--- src/rtl/core/voice_mixer_alaw_encoder_defines.svh ---
// Assertion macros shared by the mixer RTL.
// No dependencies; included by the files that carry assertions.
`ifndef VOICE_MIXER_ALAW_ENCODER_DEFINES_SVH
`define VOICE_MIXER_ALAW_ENCODER_DEFINES_SVH
`ifndef SYNTHESIS
`define VMAE_ASSERT(lbl, clk, rst_n, prop) \
    lbl: assert property (@(posedge clk) disable iff (!rst_n) prop) \
        else $error("vmae assertion failed");
`define VMAE_NEVER(lbl, clk, rst_n, cond) \
    lbl: assert property (@(posedge clk) disable iff (!rst_n) !(cond)) \
        else $error("vmae forbidden condition seen");
`else
`define VMAE_ASSERT(lbl, clk, rst_n, prop)
`define VMAE_NEVER(lbl, clk, rst_n, cond)
`endif
`endif

--- src/rtl/core/vmae_pkg.sv ---
// Types, constants and the A-law encoder function for the voice mixer.
// No dependencies.
package vmae_pkg;

    localparam int MAX_VOICES = 8;

    localparam logic [7:0] ALAW_POS_MASK = 8'hD5;
    localparam logic [7:0] ALAW_NEG_MASK = 8'h55;

    typedef enum logic [2:0] {
        CMD_MIX    = 3'd0,
        CMD_VSTART = 3'd1,
        CMD_VSTOP  = 3'd2,
        CMD_VVOL   = 3'd3,
        CMD_MSTART = 3'd4,
        CMD_MQUEUE = 3'd5,
        CMD_MSTOP  = 3'd6,
        CMD_NOP    = 3'd7
    } t_cmd;

    // classified command as it travels from front to back
    typedef struct packed {
        t_cmd               cmd;
        logic               ch_ok;
        logic               zero_len;
        logic [2:0]         ch;
        logic [15:0]        vlen;
        logic [11:0]        mlen;
        logic [6:0]         vol;
        logic [63:0]        samples;
        logic signed [15:0] music;
    } t_op;

    // A-law byte of a 12-bit offset-binary code
    function automatic logic [7:0] alaw_encode(input logic [11:0] lin);
        logic [11:0] mag;
        logic [11:0] sh;
        logic [7:0]  mask;
        logic [2:0]  seg;
        logic [3:0]  bits;
        if (lin[11]) begin
            mag  = {lin[10:0], 1'b0};
            mask = ALAW_POS_MASK;
        end else begin
            // 2*(2048-c)-1 == 4095-2c
            mag  = ~{lin[10:0], 1'b0};
            mask = ALAW_NEG_MASK;
        end
        seg = 3'd7;
        for (int s = 6; s >= 0; s--) begin
            if (mag < (12'd32 << s)) begin
                seg = 3'(s);
            end
        end
        sh   = mag >> seg;
        bits = (seg < 3'd2) ? mag[4:1] : sh[3:0];
        return {1'b0, seg, bits} ^ mask;
    endfunction

endpackage

--- src/rtl/core/vmae_if.sv ---
// Valid/ready channel interfaces for the mixer command and result words.
// No dependencies.
interface vmae_req_if;
    logic               valid;
    logic               ready;
    logic [2:0]         cmd;
    logic [2:0]         voice_channel;
    logic [15:0]        length;
    logic [6:0]         volume;
    logic [63:0]        voice_samples;
    logic signed [15:0] music_sample;

    modport source (output valid, cmd, voice_channel, length, volume, voice_samples,
                    music_sample, input ready);
    modport sink   (input valid, cmd, voice_channel, length, volume, voice_samples,
                    music_sample, output ready);
endinterface

interface vmae_rsp_if;
    logic        valid;
    logic        ready;
    logic [7:0]  alaw_code;
    logic [11:0] linear_code;
    logic        silent;
    logic [7:0]  voices_active;
    logic        music_active;
    logic        music_bank;
    logic        music_switched;
    logic        status;

    modport source (output valid, alaw_code, linear_code, silent, voices_active,
                    music_active, music_bank, music_switched, status, input ready);
    modport sink   (input valid, alaw_code, linear_code, silent, voices_active,
                    music_active, music_bank, music_switched, status, output ready);
endinterface

--- src/rtl/core/vmae_front.sv ---
// Command front end: decodes and classifies each incoming word.
// Depends on vmae_pkg and vmae_req_if.
module vmae_front #(
    parameter int NUM_VOICES       = 8,
    parameter int MUSIC_BUFFER_LEN = 2048
) (
    vmae_req_if.sink        i_req,
    input  logic            i_op_ready,
    output logic            o_op_valid,
    output vmae_pkg::t_op   o_op
);

    localparam logic [11:0] BUF_LEN = 12'(MUSIC_BUFFER_LEN);

    logic [11:0] clamped;

    always_comb begin
        clamped = (i_req.length > 16'(MUSIC_BUFFER_LEN)) ? BUF_LEN : i_req.length[11:0];

        o_op.cmd      = vmae_pkg::t_cmd'(i_req.cmd);
        o_op.ch_ok    = ({1'b0, i_req.voice_channel} < 4'(NUM_VOICES));
        o_op.zero_len = (i_req.length == 16'd0);
        o_op.ch       = i_req.voice_channel;
        o_op.vlen     = i_req.length;
        o_op.vol      = i_req.volume;
        o_op.samples  = i_req.voice_samples;
        o_op.music    = i_req.music_sample;
        // music start with zero length plays a full buffer; queue keeps zero
        if (o_op.cmd == vmae_pkg::CMD_MSTART && o_op.zero_len) begin
            o_op.mlen = BUF_LEN;
        end else begin
            o_op.mlen = clamped;
        end
    end

    assign o_op_valid  = i_req.valid;
    assign i_req.ready = i_op_ready;

endmodule

--- src/rtl/core/vmae_queue.sv ---
// Two-entry queue of classified commands between front and back.
// Depends on vmae_pkg and the assertion macro header.
`include "voice_mixer_alaw_encoder_defines.svh"
module vmae_queue (
    input  logic           i_clk,
    input  logic           i_rst_n,
    input  logic           i_push,
    input  vmae_pkg::t_op  i_data,
    output logic           o_full,
    output logic           o_valid,
    output vmae_pkg::t_op  o_data,
    input  logic           i_pop
);

    vmae_pkg::t_op r_mem [2];
    logic          r_wptr;
    logic          r_rptr;
    logic [1:0]    r_cnt;
    logic          push_ok;

    assign push_ok = i_push && !o_full;
    assign o_full  = (r_cnt == 2'd2);
    assign o_valid = (r_cnt != 2'd0);
    assign o_data  = r_mem[r_rptr];

    always_ff @(posedge i_clk) begin
        if (push_ok) begin
            r_mem[r_wptr] <= i_data;
        end
    end

    always_ff @(posedge i_clk) begin
        if (!i_rst_n) begin
            r_wptr <= 1'b0;
            r_rptr <= 1'b0;
            r_cnt  <= 2'd0;
        end else begin
            if (push_ok) begin
                r_wptr <= ~r_wptr;
            end
            if (i_pop) begin
                r_rptr <= ~r_rptr;
            end
            case ({push_ok, i_pop})
                2'b10:   r_cnt <= r_cnt + 2'd1;
                2'b01:   r_cnt <= r_cnt - 2'd1;
                default: r_cnt <= r_cnt;
            endcase
        end
    end

    `VMAE_ASSERT(a_cnt_bound, i_clk, i_rst_n, r_cnt <= 2'd2)
    `VMAE_NEVER(a_no_pop_empty, i_clk, i_rst_n, i_pop && r_cnt == 2'd0)
    `VMAE_ASSERT(a_push_count, i_clk, i_rst_n, push_ok && !i_pop |=> r_cnt == $past(r_cnt) + 2'd1)

endmodule

--- src/rtl/core/vmae_back.sv ---
// Execution back end: voice/music state, product lanes, sum and A-law stages.
// Depends on vmae_pkg, vmae_rsp_if and the assertion macro header.
`include "voice_mixer_alaw_encoder_defines.svh"
module vmae_back #(
    parameter int NUM_VOICES       = 8,
    parameter int MUSIC_BUFFER_LEN = 2048
) (
    input  logic           i_clk,
    input  logic           i_rst_n,
    input  logic           i_op_valid,
    input  vmae_pkg::t_op  i_op,
    output logic           o_op_pop,
    vmae_rsp_if.source     o_rsp
);

    localparam int          NV      = vmae_pkg::MAX_VOICES;
    localparam logic [11:0] BUF_LEN = 12'(MUSIC_BUFFER_LEN);

    typedef struct packed {
        logic       sound;
        logic       silent;
        logic [7:0] voices_active;
        logic       music_active;
        logic       music_bank;
        logic       music_switched;
        logic       status;
    } t_flags;

    // architectural state
    logic [15:0] r_vrem [NUM_VOICES];
    logic [6:0]  r_vlvl [NUM_VOICES];
    logic [11:0] r_mrem, r_mpend;
    logic        r_mplay, r_mbuf;
    logic [15:0] n_vrem [NUM_VOICES];
    logic [6:0]  n_vlvl [NUM_VOICES];
    logic [11:0] n_mrem, n_mpend;
    logic        n_mplay, n_mbuf;

    // stage 1: products, stage 2: linear code, output register
    logic                r1_v, r2_v, r_ov;
    logic signed [14:0]  r1_prod [NV];
    logic signed [15:0]  r1_mus;
    t_flags              r1_flags, r2_flags, r_out_flags;
    logic [11:0]         r2_lin, r_out_lin;
    logic [7:0]          r_out_alaw;

    logic signed [14:0]  n_prod [NV];
    logic signed [15:0]  full_prod [NV];
    logic signed [15:0]  n_mus;
    logic signed [19:0]  sum;
    logic [11:0]         mdec;
    logic [NV-1:0]       vact;
    t_flags              n_flags;
    logic                en;
    logic                pop;
    logic                out_zero;
    logic                out_switch;

    assign en       = !r_ov || o_rsp.ready;
    assign pop      = i_op_valid && en;
    assign o_op_pop = pop;

    always_comb begin
        n_vrem  = r_vrem;
        n_vlvl  = r_vlvl;
        n_mrem  = r_mrem;
        n_mpend = r_mpend;
        n_mplay = r_mplay;
        n_mbuf  = r_mbuf;
        n_mus   = '0;
        n_flags = '0;
        mdec    = '0;
        vact    = '0;
        for (int k = 0; k < NV; k++) begin
            n_prod[k]    = '0;
            full_prod[k] = '0;
        end
        for (int k = 0; k < NUM_VOICES; k++) begin
            vact[k] = (r_vrem[k] != 16'd0);
        end

        case (i_op.cmd)
            vmae_pkg::CMD_MIX: begin
                if (vact == '0 && !r_mplay) begin
                    n_flags.silent = 1'b1;
                end else begin
                    n_flags.sound = 1'b1;
                    for (int k = 0; k < NUM_VOICES; k++) begin
                        if (vact[k]) begin
                            full_prod[k] = $signed(i_op.samples[8*k +: 8])
                                           * $signed({1'b0, r_vlvl[k]});
                            n_prod[k]    = full_prod[k][14:0];
                            n_vrem[k]    = r_vrem[k] - 16'd1;
                        end
                    end
                    if (r_mplay) begin
                        n_mus = i_op.music;
                        mdec  = (r_mrem != 12'd0) ? r_mrem - 12'd1 : r_mrem;
                        if (mdec == 12'd0) begin
                            n_mbuf  = ~r_mbuf;
                            n_mrem  = (r_mpend != 12'd0) ? r_mpend : BUF_LEN;
                            n_mpend = 12'd0;
                            n_flags.music_switched = 1'b1;
                        end else begin
                            n_mrem = mdec;
                        end
                    end
                end
            end
            vmae_pkg::CMD_VSTART: begin
                n_flags.status = i_op.ch_ok && i_op.zero_len;
                for (int k = 0; k < NUM_VOICES; k++) begin
                    if (i_op.ch_ok && !i_op.zero_len && i_op.ch == 3'(k)) begin
                        n_vrem[k] = i_op.vlen;
                        n_vlvl[k] = i_op.vol;
                    end
                end
            end
            vmae_pkg::CMD_VSTOP: begin
                for (int k = 0; k < NUM_VOICES; k++) begin
                    if (i_op.ch_ok && i_op.ch == 3'(k)) begin
                        n_vrem[k] = 16'd0;
                    end
                end
            end
            vmae_pkg::CMD_VVOL: begin
                for (int k = 0; k < NUM_VOICES; k++) begin
                    if (i_op.ch_ok && i_op.ch == 3'(k)) begin
                        n_vlvl[k] = i_op.vol;
                    end
                end
            end
            vmae_pkg::CMD_MSTART: begin
                n_mbuf  = 1'b0;
                n_mrem  = i_op.mlen;
                n_mplay = 1'b1;
            end
            vmae_pkg::CMD_MQUEUE: begin
                n_mpend = i_op.mlen;
            end
            vmae_pkg::CMD_MSTOP: begin
                n_mplay = 1'b0;
                n_mrem  = 12'd0;
            end
            default: begin
            end
        endcase

        for (int k = 0; k < NUM_VOICES; k++) begin
            n_flags.voices_active[k] = (n_vrem[k] != 16'd0);
        end
        n_flags.music_active = n_mplay;
        n_flags.music_bank   = n_mbuf;
    end

    // nine-term sum; (floor(sum/16)+2048) mod 4096 is bits 15:4 with the top flipped
    always_comb begin
        sum = 20'(r1_mus);
        for (int k = 0; k < NV; k++) begin
            sum = sum + 20'(r1_prod[k]);
        end
    end

    always_ff @(posedge i_clk) begin
        if (!i_rst_n) begin
            for (int k = 0; k < NUM_VOICES; k++) begin
                r_vrem[k] <= '0;
                r_vlvl[k] <= '0;
            end
            r_mrem  <= '0;
            r_mpend <= '0;
            r_mplay <= 1'b0;
            r_mbuf  <= 1'b0;
            r1_v    <= 1'b0;
            r2_v    <= 1'b0;
            r_ov    <= 1'b0;
        end else begin
            if (pop) begin
                r_vrem  <= n_vrem;
                r_vlvl  <= n_vlvl;
                r_mrem  <= n_mrem;
                r_mpend <= n_mpend;
                r_mplay <= n_mplay;
                r_mbuf  <= n_mbuf;
            end
            if (en) begin
                r1_v <= i_op_valid;
                r2_v <= r1_v;
                r_ov <= r2_v;
            end
        end
    end

    always_ff @(posedge i_clk) begin
        if (en) begin
            r1_prod     <= n_prod;
            r1_mus      <= n_mus;
            r1_flags    <= n_flags;
            r2_flags    <= r1_flags;
            r2_lin      <= r1_flags.sound ? {~sum[15], sum[14:4]} : 12'd0;
            r_out_flags <= r2_flags;
            r_out_lin   <= r2_lin;
            r_out_alaw  <= r2_flags.sound ? vmae_pkg::alaw_encode(r2_lin) : 8'd0;
        end
    end

    assign o_rsp.valid          = r_ov;
    assign o_rsp.alaw_code      = r_out_alaw;
    assign o_rsp.linear_code    = r_out_lin;
    assign o_rsp.silent         = r_out_flags.silent;
    assign o_rsp.voices_active  = r_out_flags.voices_active;
    assign o_rsp.music_active   = r_out_flags.music_active;
    assign o_rsp.music_bank     = r_out_flags.music_bank;
    assign o_rsp.music_switched = r_out_flags.music_switched;
    assign o_rsp.status         = r_out_flags.status;

    assign out_zero   = (r_out_alaw == 8'h00) && (r_out_lin == 12'h000);
    assign out_switch = r_ov && r_out_flags.music_switched;

    `VMAE_ASSERT(a_silent_zero, i_clk, i_rst_n, r_ov && r_out_flags.silent |-> out_zero)
    `VMAE_ASSERT(a_switch_plays, i_clk, i_rst_n, out_switch |-> r_out_flags.music_active)
    `VMAE_ASSERT(a_pop_enters, i_clk, i_rst_n, pop |=> r1_v)

endmodule

--- src/rtl/core/voice_mixer_alaw_encoder.sv ---
// Top level of the eight-voice plus music mixer with A-law output.
// Depends on vmae_pkg, vmae_if, vmae_front, vmae_queue and vmae_back.
//
// One command word in, one result word out. A mix command sums every playing
// voice (signed byte sample times 7-bit level) and, while music plays, the
// music sample, takes the sum /16 floored, biases it to a 12-bit code in
// offset binary (wrapping, no clipping) and A-law encodes it; the other
// commands start, stop or re-level a voice, or start, queue or stop music.
// While the result sink takes results, throughput is one word per clock: the
// back end updates all voice and music counters for one command per cycle and
// the front end decodes one word per cycle into a two-entry queue. A popped
// command goes into the execute register, then the sum register, then the
// output register holding the A-law byte. The back stages advance together
// whenever the output register is empty or being taken, so a stalled result
// sink backs up into the queue and then the input ready.
module voice_mixer_alaw_encoder #(
    parameter int NUM_VOICES       = 8,
    parameter int MUSIC_BUFFER_LEN = 2048
) (
    input  logic        i_clk,
    input  logic        i_rst_n,
    vmae_req_if.sink    i_req,
    vmae_rsp_if.source  o_rsp
);

    // front -> queue
    vmae_pkg::t_op front_op;
    logic          front_valid;
    logic          q_full;

    // queue -> back
    vmae_pkg::t_op q_op;
    logic          q_valid;
    logic          q_pop;

    vmae_front #(
        .NUM_VOICES       (NUM_VOICES),
        .MUSIC_BUFFER_LEN (MUSIC_BUFFER_LEN)
    ) u_front (
        .i_req      (i_req),
        .i_op_ready (!q_full),
        .o_op_valid (front_valid),
        .o_op       (front_op)
    );

    // decouples decode from execute so either side can stall alone
    vmae_queue u_queue (
        .i_clk   (i_clk),
        .i_rst_n (i_rst_n),
        .i_push  (front_valid),
        .i_data  (front_op),
        .o_full  (q_full),
        .o_valid (q_valid),
        .o_data  (q_op),
        .i_pop   (q_pop)
    );

    vmae_back #(
        .NUM_VOICES       (NUM_VOICES),
        .MUSIC_BUFFER_LEN (MUSIC_BUFFER_LEN)
    ) u_back (
        .i_clk      (i_clk),
        .i_rst_n    (i_rst_n),
        .i_op_valid (q_valid),
        .i_op       (q_op),
        .o_op_pop   (q_pop),
        .o_rsp      (o_rsp)
    );

endmodule
--- src/flat_wrapper.sv ---
// flat-port wrapper written by rule: the top's interface ports become plain ports
module voice_mixer_alaw_encoder_flat 
#(
    parameter int NUM_VOICES       = 8,
    parameter int MUSIC_BUFFER_LEN = 2048
)
  (i_clk, i_rst_n, i_req_valid, i_req_cmd, i_req_voice_channel, i_req_length, i_req_volume, i_req_voice_samples, i_req_music_sample, i_req_ready, o_rsp_valid, o_rsp_alaw_code, o_rsp_linear_code, o_rsp_silent, o_rsp_voices_active, o_rsp_music_active, o_rsp_music_bank, o_rsp_music_switched, o_rsp_status, o_rsp_ready);
  vmae_req_if i_req_i ();
  vmae_rsp_if o_rsp_i ();
  input  logic i_clk;
  input  logic i_rst_n;
  input wire logic [$bits(i_req_i.valid)-1:0] i_req_valid;
  input wire logic [$bits(i_req_i.cmd)-1:0] i_req_cmd;
  input wire logic [$bits(i_req_i.voice_channel)-1:0] i_req_voice_channel;
  input wire logic [$bits(i_req_i.length)-1:0] i_req_length;
  input wire logic [$bits(i_req_i.volume)-1:0] i_req_volume;
  input wire logic [$bits(i_req_i.voice_samples)-1:0] i_req_voice_samples;
  input wire logic [$bits(i_req_i.music_sample)-1:0] i_req_music_sample;
  output wire logic [$bits(i_req_i.ready)-1:0] i_req_ready;
  output wire logic [$bits(o_rsp_i.valid)-1:0] o_rsp_valid;
  output wire logic [$bits(o_rsp_i.alaw_code)-1:0] o_rsp_alaw_code;
  output wire logic [$bits(o_rsp_i.linear_code)-1:0] o_rsp_linear_code;
  output wire logic [$bits(o_rsp_i.silent)-1:0] o_rsp_silent;
  output wire logic [$bits(o_rsp_i.voices_active)-1:0] o_rsp_voices_active;
  output wire logic [$bits(o_rsp_i.music_active)-1:0] o_rsp_music_active;
  output wire logic [$bits(o_rsp_i.music_bank)-1:0] o_rsp_music_bank;
  output wire logic [$bits(o_rsp_i.music_switched)-1:0] o_rsp_music_switched;
  output wire logic [$bits(o_rsp_i.status)-1:0] o_rsp_status;
  input wire logic [$bits(o_rsp_i.ready)-1:0] o_rsp_ready;
  assign i_req_i.valid = i_req_valid;
  assign i_req_i.cmd = i_req_cmd;
  assign i_req_i.voice_channel = i_req_voice_channel;
  assign i_req_i.length = i_req_length;
  assign i_req_i.volume = i_req_volume;
  assign i_req_i.voice_samples = i_req_voice_samples;
  assign i_req_i.music_sample = i_req_music_sample;
  assign i_req_ready = i_req_i.ready;
  assign o_rsp_valid = o_rsp_i.valid;
  assign o_rsp_alaw_code = o_rsp_i.alaw_code;
  assign o_rsp_linear_code = o_rsp_i.linear_code;
  assign o_rsp_silent = o_rsp_i.silent;
  assign o_rsp_voices_active = o_rsp_i.voices_active;
  assign o_rsp_music_active = o_rsp_i.music_active;
  assign o_rsp_music_bank = o_rsp_i.music_bank;
  assign o_rsp_music_switched = o_rsp_i.music_switched;
  assign o_rsp_status = o_rsp_i.status;
  assign o_rsp_i.ready = o_rsp_ready;
  voice_mixer_alaw_encoder #(.NUM_VOICES(NUM_VOICES), .MUSIC_BUFFER_LEN(MUSIC_BUFFER_LEN)) u_core (.i_clk(i_clk), .i_rst_n(i_rst_n), .i_req(i_req_i), .o_rsp(o_rsp_i));
endmodule
--- config.mk ---
export PLATFORM = sky130hd
export DESIGN_NAME = voice_mixer_alaw_encoder_flat
export DESIGN_NICKNAME = d
export VERILOG_FILES = /design/src/rtl/core/vmae_pkg.sv /design/src/rtl/core/vmae_if.sv /design/src/rtl/core/vmae_front.sv /design/src/rtl/core/vmae_queue.sv /design/src/rtl/core/vmae_back.sv /design/src/rtl/core/voice_mixer_alaw_encoder.sv /design/src/flat_wrapper.sv
export VERILOG_INCLUDE_DIRS = /design/src /design/src/rtl/core
export SDC_FILE = /design/constraint.sdc
export NUM_CORES = 2
export LEC_CHECK = 0
export ABC_AREA = 1
export BUFFER_PORTS_ARGS = -buffer_cell sky130_fd_sc_hd__buf_2
export CAP_MARGIN = 20
export CORE_UTILIZATION = 55
export DETAILED_ROUTE_END_ITERATION = 7
export PLACE_DENSITY_LB_ADDON = 0.05
export RECOVER_POWER = 100
export SLEW_MARGIN = 25
export SYNTH_ARGS = -nofsm -noshare
export SYNTH_HDL_FRONTEND = slang
export SYNTH_SLANG_ARGS = --single-unit
--- constraint.sdc ---
create_clock -name i_clk -period 9.2 [get_ports i_clk]
set_input_delay 1.84 -clock i_clk [delete_from_list [all_inputs] [get_ports i_clk]]
set_output_delay 1.84 -clock i_clk [all_outputs]
set_load 0.01 [all_outputs]
Yosys cells after proc, flatten, opt, wreduce, memory -nomap -nowiden --
Memory sizes are Yosys's and may differ from the RTL's. A register that Yosys moved wholly into a read port is not among the register bits. Index checks and enable logic that the tools add are counted.
Word-level totals: bits in registers 426, input port bits 113, word-level logic and storage cells 303, memory bits (writable) 244, output and inout bits 35, memories 1
Memories:
- u_core.u_queue.r_mem | depth 2, bits a word 122, read ports 1, clocked after memory_dff 1, write ports 1, RTL line vmae_queue.sv:15 | vmae_pkg::t_op r_mem [2];
Operators by class: bitwise logic cells 16, eq/ne operators 36, magnitude comparators 9, $mul 8, mux-type cells 81, $add $sub $neg 19, shift operators 1, reductions and logical operators 74
Operator list (number):
- 16-bit 2-to-1 mux | 24
- 128-bit one-hot mux with 3 select lines | 1
- 16-bit nonzero test | 16
- 12-bit 2-to-1 mux | 12
- 16-bit by 15-bit adder with 16-bit output | 8
- 128-bit 2-to-1 mux | 1
- 16-bit by 1-bit subtractor with 16-bit output, second input constant | 8
- 8-bit by 8-bit multiplier with 15-bit output | 8
- 7-bit 2-to-1 mux | 16
- 56-bit one-hot mux with 2 select lines | 1
- 2-bit inequality test, second input constant | 19
- 12-bit one-hot mux with 3 select lines | 1
- 4-bit AND reduction | 9
- 3-bit OR reduction | 9
- 3-bit == test, second input constant | 8
- 12-bit one-hot mux with 2 select lines | 1
- 12-bit nonzero test | 2
- 3-bit 2-to-1 mux | 7
- 16-bit by 12-bit > comparator with 1-bit output, second input constant | 1
- 16-bit zero test | 1
- 8-bit 2-to-1 mux | 2
- 1-bit inverter | 14
- 3-bit by 2-bit == test with 1-bit output, second input constant | 4
- 1-bit logical AND | 12
- 30 further kinds | 59

Longest topological paths before layout --
depth in word-level cells 15, mapped depth 27, mapped depth without buffers 23

Cells and area by module --
From an unflattened synthesis, not the netlist that was laid out.
Second synthesis, totals: cells, all modules 6680, area total of the unflattened synthesis 55061.6 um^2
Modules (own cells, without submodules):
- vmae_back | seq. area each 10540.1 um^2, area an instance 44537.7 um^2, cells each 6099, times used 1
- vmae_queue | seq. area each 7487.2 um^2, area an instance 9399.0 um^2, cells each 420, times used 1
- vmae_front | seq. area each 0.0 um^2, area an instance 1121.1 um^2, cells each 160, times used 1
- voice_mixer_alaw_encoder | seq. area each 0.0 um^2, area an instance 3.8 um^2, cells each 1, times used 1

Worst setup path after synthesis --
OpenSTA, ideal clock, no wires.
kind input to register, start point input i_req_valid, end point memory u_core.u_queue.r_mem[1][0] in the netlist's numbering (enable), data required time 8.594 ns, stages 2, setup slack 1.566 ns, arrival 7.029 ns, library setup time 0.606 ns, path buffers 0, cells stage by stage nand2_1 > nor2_1
Between the ends: longest elaborated chain between the ends 3
RTL lines:
- from (decl) | RTL line flat_wrapper.sv:12 | input wire logic [$bits(i_req_i.valid)-1:0] i_req_valid;
- 1-bit logical AND | RTL line vmae_queue.sv:21 | assign push_ok = i_push && !o_full;
- 1-bit 2-to-1 mux | RTL line vmae_queue.sv:27 | if (push_ok) begin
- 1-bit 2-to-1 mux (not written as such) | RTL line vmae_queue.sv:28 | r_mem[r_wptr] <= i_data;
- to (decl) | RTL line vmae_queue.sv:15
No other way between the ends.

==> impl_results.md <==
* Top FF cell, synth: edfxtp_1
* Crit path capture type: register
* Clock power frac at 0.151
* Die height at between 300 and 400 um
* Vias in the first global route at 42.2k
* Delay-heaviest family, CP: buffers and inverters
* Pint at about 11 mW
* Hold Fails Final Rpt at 0
* Multi-input logic area at around 29,000 um2
* Max Freq at 0.136 GHz
* Synthesis-to-finish area growth at 8.27%
* Commonest cells in the netlist: inv_1 (1,224), nand2_1 (1,038), nor2_1 (884)
* Pins Over Slew Limit at 732
* CTS tree: built
* Rel. slew slack at -3.39
* Crit path largest cell delay at 1.70 ns
* Hold Buf Count CTS at 0
* Core area at 95,200 um2
* Sequential power share at 0.223
* Slack of the critical path at 1.83 ns
* Congestion Overflow GR at 0
* GPL Wtd Cong at about 0.91
* Cell Count, Final, Fillers Out at 7,784
* Port buffer count at 147
* CTS root buffer: clkbuf_16
* Drt first pass iters at 6
* # IOs at about 150
* Unrepaired setup endpoints after global routing: no
* CP Class: reg -> reg
* Largest cells by area after synthesis: edfxtp_1 (26%), fa_1 (17%), inv_1 (8.7%), dfxtp_1 (8.2%), nand2_1 (7.4%)
* Post-CTS Setup Bufs at 0
* Slowest-stage cell, CP: dfxtp_1
* Failing checks: max-capacitance violations, max-slew violations
* Total die area at about 97,000 um2
* Pre-CTS WS at 3.20 ns
* Seq/Total Area, Yosys at 0.340
* Syn_area_per_cell at roughly 8.3 um2
* Post-Route Skew at 0.0281 ns
* Fillers at 8,641
* Tcrit/Tclk final at 0.801
* Clock sinks at 671
* Register area at 18,000 um2
* Die width at 312 um
* Lkg Pwr at 25.7 nW
* Hold Worst Slack at roughly 0.42 ns
* Number of synthesized flops with an enable pin at 453
* Crit Path Max Fanout at 79
* Top-area cell type share of the netlist area at 0.257
* GRT Total Usage at 0.301
* DRC errors left at 0
* Post-DP HPWL at 105,000 um
* CP cell instances: inv_8 > nand2_1 > o21ai_0 > nor2_1 > clkbuf_1 > nand2_1 > inv_1 > nand3_1 > o31ai_1 > inv_1 > nand2_1 > nor2_1 > nand2_1 > nor2_1 > nand2_1
* Vias per cell at around 5.5
* DR vias at 42.9k
* Worst Path Required at 9.71 ns
* Tmin final at 7.37 ns
* Final sum of negative setup slack at 0 ns
* # setup viols final at 0
* Starting Density at 0.556
* Flop and latch count out of synthesis at between 600 and 700
* Hold/Removal Path Class: reg -> reg
* Largest net degree at the start of global routing at 123
* VDD IR max at 268 uV
* Logic gate share of total power at 0.625
* Worst-skew pair later-pin latency at around 0.67 ns
* Synthesis warning total at 0
* Pwr dens at around 380 nW/um2
* Initial antenna violation count at 8
* Worst slew pin tran at 6.59 ns
* Initial DRC count at 3,397
* DR WL/cell at 18.6 um
* Buf+Inv Stages, Crit Path at 4
* PostCTS Resize Cnt at 0
* DRT Wirelength at 145,000 um
* Cells after Synth at 6,354
* Share of layout cells above drive strength 1 at 0.0507
* CP arrival at ~7.9 ns
* Global-route wire length before repair at 230,000 um
* ANT nets after route at 0
* TritonCTS buffer count at 80
* Post-Syn Area at 52,900 um2
* H-tree depth at 3
* Sw Pwr at 11.3 mW
* Crit-path most repeated cell: nand2_1
* Clock Path Buffers at 3
* Unique masters post-synth at 56
* Ys async rst share at 0
* Row count at ~110
* Sw frac at 0.514
* Leading area contributor after synthesis: edfxtp_1
* Placed Cells at 7,633
* Total Power at 22.0 mW
* Status: complete, but fails checks
* Final net count at 7,281
* Cell with the most instances after synthesis: inv_1
* Startpoint type of the worst setup path: register
* Post-Syn Nets at 7,185
* Maximum Capacitance Violations at 10
* Clock Pin Slew Worst Setup and Hold Paths at around 0.06 ns
-- worst paths after layout --
| check | start | end | slack, ns | depth (start not counted) |
|---|---|---|---|---|
| max | register | u_core.u_back.r1_flags[6] | 1.83 | 15 |
| min | u_core.u_back.r1_flags[4] | u_core.u_back.r2_flags[4] | 0.42 | 0 |
| max reg2reg | register | u_core.u_back.r1_flags[6] | 1.83 | 15 |
| min reg2reg | u_core.u_back.r1_flags[4] | u_core.u_back.r2_flags[4] | 0.42 | 0 |
-- power groups by stage --
| stage | Combinational (mW) | Sequential [mW] | Clock [mW] |
|---|---|---|---|
| 2_1_floorplan | 10.3 | 4.68 | 0 |
| 3_3_place_gp | 13.4 | 4.91 | 0 |
| 3_5_place_dp | 13.6 | 4.91 | 0 |
| 4_1_cts | 13.7 | 4.86 | 3.38 |
| 5_1_grt | 15.7 | 5.00 | 3.49 |
| 6_report | 13.7 | 4.91 | 3.32 |
-- layer usage --
metal | routed length, um | share of wire | vias up | GRT usage
met3 | 9670 | 0.067 | 294 | 0.0487
met5 | 32 | 0.00022 | - | 0
met4 | 5630 | 0.039 | 6 | 0.119
met1 | 60900 | 0.42 | 20600 | 0.388
met2 | 68400 | 0.47 | 1368 | 0.505
li1 | - | - | 20600 | -
-- per-stage QoR --
| stage | utilization | area, um2 |
|---|---|---|
| floorplan | - | 52900 |
| global placement | 0.576 | 54800 |
| detailed placement | 0.576 | 54800 |
| CTS | 0.604 | 57500 |
| global route | 0.602 | 57300 |
| finish | 0.602 | 57300 |
-- cells in the final DEF (no fill, tap or decap), types with 9 or more instances in the layout --
cell type  count
a211oi_1      78
xor2_1        37
xnor2_1       53
buf_2         39
nor4_1        10
clkinv_2      15
nand4_1      145
ha_1         266
nor2_1       885
a31oi_1       30
o21bai_1       9
o2111ai_1     56
inv_1       1222
bufinv_16     11
clkinv_1      25
mux2i_1       40
clkbuf_16     82
edfxtp_1     453
o21a_1        13
dfxtp_1      218
nand3_1      262
o211ai_1      36
nor3_1        41
buf_4         26
nor2_2        10
a21oi_1      342
fa_1         452
o21ai_0      302
nand2_1     1040
or2_2         86
clkbuf_1     127
-- area by class of cell --
cell class	instances	share of cell area
inverters	1250	0.0823
well taps	1265	0.0276
diodes	5	0.000218
clock buffers	97	0.0372
repair buffers	183	0.0150
clock inverters	49	0.0104
flip-flops and latches	671	0.314
multi-input cells	4264	0.514
-- registers in the layout (all words and copies together) (netlist names), 2 cells and up, named ones only --
| signal | cells |
|---|---|
| u_core.u_queue.r_mem | 244 |
| u_core.u_back.r1_flags | 14 |
| u_core.u_back.r1_prod | 120 |
| u_core.u_queue.r_cnt | 2 |
| u_core.u_back.o_rsp.linear_code | 12 |
| u_core.u_back.r1_mus | 16 |
| u_core.u_back.r_vrem | 128 |
| u_core.u_back.r2_lin | 12 |
| u_core.u_back.r_vlvl | 56 |
| u_core.u_back.r_mrem | 12 |
| u_core.u_back.r2_flags | 14 |
| u_core.u_back.r_mpend | 12 |
| u_core.u_back.o_rsp.voices_active | 8 |
| u_core.u_back.o_rsp.alaw_code | 8 |
-- cell families (layout without fill, tap and decap cells) --
family | count (synthesis) | after routing | share of synthesized area
AOI/OAI and AO/OA | 906 | 906 | 0.0991
muxes | 44 | 44 | 0.00833
buffers and inverters | 1419 | 1579 | 0.104
and+or+nand+nor | 2505 | 2505 | 0.199
adders and majority gates | 718 | 718 | 0.234
other | 0 | 5 | 0
xor gates and xnor gates | 91 | 91 | 0.0154
DFF | 671 | 671 | 0.340
No activity file was read; power rests on OpenSTA's default activity.
